<file path="src/design/dhcprp_pkg.sv">
package dhcprp_pkg;

    typedef struct packed {
        logic [7:0] data_byte;
        logic       last_byte;
    } t_in_item;

    typedef struct packed {
        logic        accepted;
        logic [7:0]  message_type;
        logic [47:0] client_mac;
        logic [31:0] requested_addr;
        logic        requested_valid;
        logic [31:0] server_addr;
        logic        server_valid;
    } t_out_item;

    localparam int unsigned MIN_PACKET_LEN = 244;
    localparam int unsigned POS_OP         = 0;
    localparam int unsigned POS_HTYPE      = 1;
    localparam int unsigned POS_HLEN       = 2;
    localparam int unsigned POS_MAC_FIRST  = 28;
    localparam int unsigned POS_MAC_LAST   = 33;
    localparam int unsigned POS_COOKIE_0   = 236;
    localparam int unsigned POS_COOKIE_1   = 237;
    localparam int unsigned POS_COOKIE_2   = 238;
    localparam int unsigned POS_COOKIE_3   = 239;

    localparam logic [7:0] OP_BOOTREQUEST = 8'd1;
    localparam logic [7:0] HTYPE_ETHERNET = 8'd1;
    localparam logic [7:0] HLEN_MIN       = 8'd6;
    localparam logic [7:0] COOKIE_0       = 8'h63;
    localparam logic [7:0] COOKIE_1       = 8'h82;
    localparam logic [7:0] COOKIE_2       = 8'h53;
    localparam logic [7:0] COOKIE_3       = 8'h63;

    localparam logic [7:0] OPT_PAD        = 8'd0;
    localparam logic [7:0] OPT_END        = 8'd255;
    localparam logic [7:0] OPT_REQ_ADDR   = 8'd50;
    localparam logic [7:0] OPT_MSG_TYPE   = 8'd53;
    localparam logic [7:0] OPT_SERVER_ID  = 8'd54;
    localparam logic [7:0] SIZE_MSG_TYPE  = 8'd1;
    localparam logic [7:0] SIZE_ADDR      = 8'd4;

    localparam logic [7:0] MSG_DISCOVER   = 8'd1;
    localparam logic [7:0] MSG_REQUEST    = 8'd3;

endpackage

</file>
<file path="src/design/dhcprp_parse_core.sv">
module dhcprp_parse_core
    import dhcprp_pkg::*;
#(
    parameter int unsigned MAX_PACKET_BYTES = 2048
) (
    input  logic      i_clk,
    input  logic      i_rst_n,
    input  logic      i_step,
    input  t_in_item  i_item,
    output logic      o_done,
    output t_out_item o_result
);

    localparam int unsigned CNT_W = $clog2(MAX_PACKET_BYTES + 1);

    typedef enum logic [2:0] {
        PH_HEADER,
        PH_CODE,
        PH_SIZE,
        PH_VALUE,
        PH_DONE
    } t_phase;

    t_phase          r_phase, n_phase;
    logic [CNT_W-1:0] r_count, n_count;
    logic            r_header_good, n_header_good;
    logic [7:0]      r_opt_code, n_opt_code;
    logic [7:0]      r_opt_size, n_opt_size;
    logic [7:0]      r_opt_left, n_opt_left;
    logic [31:0]     r_pending, n_pending;
    logic [7:0]      r_type, n_type;
    logic [47:0]     r_mac, n_mac;
    logic [31:0]     r_req_addr, n_req_addr;
    logic            r_req_valid, n_req_valid;
    logic [31:0]     r_srv_addr, n_srv_addr;
    logic            r_srv_valid, n_srv_valid;

    logic [7:0]      b;
    logic            good;

    assign b = i_item.data_byte;

    always_comb begin
        n_phase       = r_phase;
        n_count       = r_count;
        n_header_good = r_header_good;
        n_opt_code    = r_opt_code;
        n_opt_size    = r_opt_size;
        n_opt_left    = r_opt_left;
        n_pending     = r_pending;
        n_type        = r_type;
        n_mac         = r_mac;
        n_req_addr    = r_req_addr;
        n_req_valid   = r_req_valid;
        n_srv_addr    = r_srv_addr;
        n_srv_valid   = r_srv_valid;

        if (r_count < CNT_W'(MAX_PACKET_BYTES)) begin
            n_count = r_count + CNT_W'(1);
            case (r_phase)
                PH_HEADER: begin
                    if (r_count == CNT_W'(POS_OP) && b != OP_BOOTREQUEST)
                        n_header_good = 1'b0;
                    if (r_count == CNT_W'(POS_HTYPE) && b != HTYPE_ETHERNET)
                        n_header_good = 1'b0;
                    if (r_count == CNT_W'(POS_HLEN) && b < HLEN_MIN)
                        n_header_good = 1'b0;
                    if (r_count >= CNT_W'(POS_MAC_FIRST) && r_count <= CNT_W'(POS_MAC_LAST))
                        n_mac = {r_mac[39:0], b};
                    if (r_count == CNT_W'(POS_COOKIE_0) && b != COOKIE_0)
                        n_header_good = 1'b0;
                    if (r_count == CNT_W'(POS_COOKIE_1) && b != COOKIE_1)
                        n_header_good = 1'b0;
                    if (r_count == CNT_W'(POS_COOKIE_2) && b != COOKIE_2)
                        n_header_good = 1'b0;
                    if (r_count == CNT_W'(POS_COOKIE_3)) begin
                        if (b != COOKIE_3)
                            n_header_good = 1'b0;
                        n_phase = PH_CODE;
                    end
                end
                PH_CODE: begin
                    if (b == OPT_END) begin
                        n_phase = PH_DONE;
                    end else if (b != OPT_PAD) begin
                        n_opt_code = b;
                        n_phase    = PH_SIZE;
                    end
                end
                PH_SIZE: begin
                    n_opt_size = b;
                    n_opt_left = b;
                    n_pending  = '0;
                    n_phase    = (b == 8'd0) ? PH_CODE : PH_VALUE;
                end
                PH_VALUE: begin
                    n_pending  = {r_pending[23:0], b};
                    n_opt_left = r_opt_left - 8'd1;
                    if (r_opt_left == 8'd1) begin
                        n_phase = PH_CODE;
                        if (r_opt_code == OPT_MSG_TYPE && r_opt_size == SIZE_MSG_TYPE)
                            n_type = b;
                        if (r_opt_code == OPT_REQ_ADDR && r_opt_size == SIZE_ADDR) begin
                            n_req_addr  = n_pending;
                            n_req_valid = 1'b1;
                        end
                        if (r_opt_code == OPT_SERVER_ID && r_opt_size == SIZE_ADDR) begin
                            n_srv_addr  = n_pending;
                            n_srv_valid = 1'b1;
                        end
                    end
                end
                default: begin
                end
            endcase
        end
    end

    assign good   = n_header_good && (n_count >= CNT_W'(MIN_PACKET_LEN));
    assign o_done = i_step && i_item.last_byte;

    always_comb begin
        o_result = '0;
        if (good) begin
            o_result.accepted        = (n_type == MSG_DISCOVER) || (n_type == MSG_REQUEST);
            o_result.message_type    = n_type;
            o_result.client_mac      = n_mac;
            o_result.requested_addr  = n_req_addr;
            o_result.requested_valid = n_req_valid;
            o_result.server_addr     = n_srv_addr;
            o_result.server_valid    = n_srv_valid;
        end
    end

    always_ff @(posedge i_clk) begin
        if (!i_rst_n || o_done) begin
            r_phase       <= PH_HEADER;
            r_count       <= '0;
            r_header_good <= 1'b1;
            r_opt_code    <= '0;
            r_opt_size    <= '0;
            r_opt_left    <= '0;
            r_pending     <= '0;
            r_type        <= '0;
            r_mac         <= '0;
            r_req_addr    <= '0;
            r_req_valid   <= 1'b0;
            r_srv_addr    <= '0;
            r_srv_valid   <= 1'b0;
        end else if (i_step) begin
            r_phase       <= n_phase;
            r_count       <= n_count;
            r_header_good <= n_header_good;
            r_opt_code    <= n_opt_code;
            r_opt_size    <= n_opt_size;
            r_opt_left    <= n_opt_left;
            r_pending     <= n_pending;
            r_type        <= n_type;
            r_mac         <= n_mac;
            r_req_addr    <= n_req_addr;
            r_req_valid   <= n_req_valid;
            r_srv_addr    <= n_srv_addr;
            r_srv_valid   <= n_srv_valid;
        end
    end

endmodule

</file>
<file path="src/design/dhcp_request_parser.sv">
// dhcp request parser
// input channel: one payload byte per transfer (i_in_valid / o_in_stall),
// with last_byte marking the final byte of a packet
// output channel: one verdict per packet (o_out_valid / i_out_stall),
// carrying accepted, message type, client mac and the two option addresses
// a byte is taken into an input register and parsed from there; the verdict
// for a packet lands in the output register at the edge that ends the parse
// of its final byte, and o_out_valid then stays high until the verdict is taken
// throughput is one byte per cycle while no final byte is held back;
// the only limit is the output register, which holds one verdict
// while the receiver stalls a waiting verdict, ordinary bytes keep flowing;
// only the next final byte waits in the input register, and o_in_stall rises
// until the verdict has been taken
// bytes beyond MAX_PACKET_BYTES are not examined
// reset (synchronous, active low) empties both registers and returns the
// parser to the start of a packet
module dhcp_request_parser
    import dhcprp_pkg::*;
#(
    parameter int unsigned MAX_PACKET_BYTES = 2048
) (
    input  logic      i_clk,
    input  logic      i_rst_n,
    input  logic      i_in_valid,
    output logic      o_in_stall,
    input  t_in_item  i_in_data,
    output logic      o_out_valid,
    input  logic      i_out_stall,
    output t_out_item o_out_data
);

    logic      r_in_valid;
    t_in_item  r_in;
    logic      r_out_valid;
    t_out_item r_out;
    logic      step;
    logic      done;
    t_out_item result;

    assign o_in_stall  = r_in_valid && r_in.last_byte && r_out_valid && i_out_stall;
    assign step        = r_in_valid && !o_in_stall;
    assign o_out_valid = r_out_valid;
    assign o_out_data  = r_out;

    dhcprp_parse_core #(
        .MAX_PACKET_BYTES(MAX_PACKET_BYTES)
    ) u_core (
        .i_clk    (i_clk),
        .i_rst_n  (i_rst_n),
        .i_step   (step),
        .i_item   (r_in),
        .o_done   (done),
        .o_result (result)
    );

    always_ff @(posedge i_clk) begin
        if (!i_rst_n) begin
            r_in_valid <= 1'b0;
        end else if (!o_in_stall) begin
            r_in_valid <= i_in_valid;
        end
    end

    always_ff @(posedge i_clk) begin
        if (!o_in_stall) begin
            r_in <= i_in_data;
        end
    end

    always_ff @(posedge i_clk) begin
        if (!i_rst_n) begin
            r_out_valid <= 1'b0;
        end else if (done) begin
            r_out_valid <= 1'b1;
        end else if (!i_out_stall) begin
            r_out_valid <= 1'b0;
        end
    end

    always_ff @(posedge i_clk) begin
        if (done) begin
            r_out <= result;
        end
    end

endmodule

</file>
<file path="config.mk">
export PLATFORM = sky130hd
export DESIGN_NAME = dhcp_request_parser
export DESIGN_NICKNAME = d
export VERILOG_FILES = /design/src/design/dhcprp_pkg.sv /design/src/design/dhcprp_parse_core.sv /design/src/design/dhcp_request_parser.sv
export SDC_FILE = /design/constraint.sdc
export NUM_CORES = 1
export LEC_CHECK = 0
export BUFFER_PORTS_ARGS = -buffer_cell sky130_fd_sc_hd__buf_2
export CORE_ASPECT_RATIO = 1.1
export CORE_UTILIZATION = 55
export CTS_CLUSTER_DIAMETER = 40
export DETAILED_ROUTE_END_ITERATION = 16
export PLACE_DENSITY = 0.77
export SLEW_MARGIN = 30
export SYNTH_ARGS = -nofsm -noshare
export SYNTH_HDL_FRONTEND = slang
export SYNTH_SLANG_ARGS = --single-unit
</file>
<file path="constraint.sdc">
create_clock -name i_clk -period 15.3 [get_ports i_clk]
set_input_delay 3.06 -clock i_clk [delete_from_list [all_inputs] [get_ports i_clk]]
set_output_delay 3.06 -clock i_clk [all_outputs]
set_load 0.02 [all_outputs]
</file>
==> summary.md <==
| Metric | Value |
|---|---|
| Maxcap violations | `0` |
| CP max stage delay | `0.49 ns` |
| Number of synthesized flops with an enable pin | `132` |
| TritonRoute pass-1 iters | `5` |
| CTS Buf Count | `36` |
| Yosys reg bits | `320` |
| Clock sink count | `320` |
| Clock latency on the worst-skew pair | `0.52 ns` |
| Layout Cells excl Fill | `1699` |
| Total gr overflow | `0` |
| 1st-iter DRT viols | `670` |
| Global placement routability congestion | `0.827` |
| Commonest non-fill, non-tap cell in the layout | `mux2i_1` |
| Die area | `26100 um2` |
| Post-CTS Resized | `0` |
| Setup TNS Final | `0 ns` |
| Die width | `154 um` |
| CTS Buffer Depth | `3` |
| Row Count | `60` |
| Post-DP Area | `14800 um2` |
| Hold/Removal Path Class | `reg -> reg` |
| Top Ports | `138` |
| Via density | `5.81` |
| Syn nets | `1292` |
| Status | `completed` |
| Total track usage | `23.7%` |
| Fmax achieved | `140 MHz` |
| Syn-to-layout area delta | `13.8%` |
| Post-DP HPWL | `18.6 mm` |
| Cell mode on critical path | `buf_2` |
| Pins Over Slew Limit | `0` |
| Core area | `24800 um2` |
| Postcts setup bufs | `0` |
| Layout cells sized above 1 | `21.2%` |
| Fin util | `64.4%` |
| Leak pwr | `5.64 nW` |
| Final worst path period need | `7.15 ns` |
| Mapped Area | `14000 um2` |
| Remaining antenna violation count | `0` |
| Setup CP Type | `in -> out` |
| # setup viols final | `0` |
| Ys flop type | `dfxtp_1` |
| Crit end category | `output port` |
| Tcrit/Tclk final | `46.8%` |
| Hold WS | `0.450 ns` |
| Largest net degree at the start of global routing | `109` |
| Crit path max fanout | `13` |
| Place WS | `8.12 ns` |
| Nets@finish | `1380` |
| Total Wirelength | `30.9 mm` |
| P per Cell Area | `112 nW/um2` |
| # DRC | `0` |
| RSZ-0062 raised after global routing | `false` |
| Post-Syn Instances | `1273` |
| Routed WL per cell | `18.2 um` |
| Worst Setup Start Kind | `input pin` |
| Syn avg cell area | `11.0 um2` |
| N_diodes | `0` |
| CTS root buf | `clkbuf_16` |
| Pwr Total | `1.79 mW` |
| CTS Hold Bufs | `0` |
| Slew margin rel. | `38.9%` |
| First-pass GRT wire length | `49.5 mm` |
| Number of global-route vias before repair | `9459` |
| Total placed cells including tap cells | `1633` |
| Slowest CP cell | `nand4_1` |
| Sequential area share after synthesis | `55.1%` |
| Critical path, cell by cell | `buf_2, nand4_1, inv_1, buf_2` |
| Endpoints failing hold | `0` |
| Die height | `169 um` |
| Slack of the critical path | `8.15 ns` |
| Worst Tran Pin Value | `0.911 ns` |
| Finished Cell Area | `16000 um2` |
| Commonest non-fill, non-tap cells in the layout | `mux2i_1 (220), dfxtp_1 (188), nor2_1 (137), buf_2 (137), edfxtp_1 (132)` |
| Initial core utilization | `56.6%` |
| Initial antenna violation count | `0` |
| IO buf count | `137` |
| Yosys cell types | `65` |
| Post-synth ARST share | `0%` |
| CP Data Required Time | `12.24 ns` |
| Vias post-DR | `9879` |
| Critical Path AT | `4.09 ns` |
| Worst clock skew | `0.0301 ns` |
| H-tree Lvls | `2` |
| Synth warn | `0` |
| Max VDD drop | `0.0000860 V` |
| TritonCTS clock tree | `yes` |
| Clk slew on worst S/H paths | `0.06 ns` |
-- path summary, 6_finish.rpt --
kind	startpoint	end	slack (ns)	cells past startpoint
setup / recovery	i_out_stall	o_in_stall	8.15	4
hold reg to reg	u_core.r_req_addr[15]	u_core.r_req_addr[15]	0.45	2
hold / removal	u_core.r_req_addr[15]	u_core.r_req_addr[15]	0.45	2
setup reg to reg	r_in[4]	o_out_data[24]	11.20	6
-- power by group --
part / internal, mW / switching [mW] / total [mW]
Sequential: 0.890 / 0.00989 / 0.900
Combinational: 0.00894 / 0.0387 / 0.0476
Clock: 0.500 / 0.338 / 0.838
-- cells in the mapped netlist, drive strengths merged, types with 2 or more instances --
cell type	n	area, um2
xor2	5	43.8
nor3b	3	22.5
o311ai	2	25.0
nand4b	2	17.5
ha	6	75.1
nor2b	5	31.3
mux2i	220	2200
or3	3	18.8
o41a	2	22.5
a21oi	75	375
nor4b	4	35.0
nor4bb	2	20.0
buf	44	302
edfxtp	132	3960
a31oi	3	18.8
nor2	138	518
xnor2	8	70.1
nand3	34	175
o21ai	10	50.1
clkbuf	61	230
o31ai	2	15.0
nor3	136	981
inv	11	41.3
and2	2	12.5
or4b	2	20.0
a2111oi	5	100
nand4	10	68.8
a211oi	3	27.5
nor4	13	100
dfxtp	188	3760
nand3b	3	35.0
or4	6	45.0
nand2b	4	25.0
nand2	111	417
-- area by class of cell --
type	instances	area (um2)
well taps	310	388
flip-flops and latches	320	7730
fillers	1917	8810
clock inverters	17	169
repair buffers	155	832
multi-input cells	837	5800
inverters	11	41.3
clock buffers	49	1000
-- worst max-delay path, delay by kind of cell --
kind / cells / cell delay (ns)
buffers and inverters: 3 / 0.54
AND/OR/NAND/NOR: 1 / 0.49
-- registers in the layout, summed over array words and instances, names as in the netlist, 3 cells and up --
| signal | cells |
|---|---|
| u_core.r_type | 8 |
| u_core.r_pending | 24 |
| u_core.r_phase | 3 |
| r_in | 9 |
| o_out_data | 123 |
| u_core.r_req_addr | 32 |
| u_core.r_mac | 48 |
| u_core.r_opt_code | 8 |
| u_core.r_opt_size | 8 |
| u_core.r_count | 12 |
| u_core.r_srv_addr | 32 |
| u_core.r_opt_left | 8 |
-- layer usage --
metal / routed length, um / vias up / GRT usage (%) / part of all wire, %
met1: 13500 / 4782 / 30.9 / 44
met5: 0 / - / 0 / 0
met4: 637 / 0 / 7.26 / 2.1
met3: 1630 / 54 / 3.42 / 5.3
li1: - / 4744 / - / -
met2: 15200 / 299 / 40.7 / 49
-- cells by family (layout without fill, tap and decap cells) --
group / count (synthesis) / count (layout) / synth area share (%)
compound gates: 115 / 115 / 5.31
xor+xnor: 13 / 13 / 0.812
fa+ha+maj: 6 / 6 / 0.535
buf+inv: 116 / 232 / 4.09
flops: 320 / 320 / 55.1
mux: 220 / 220 / 15.7
simple gates: 483 / 483 / 18.4
Power figures use the tool's default switching activity.
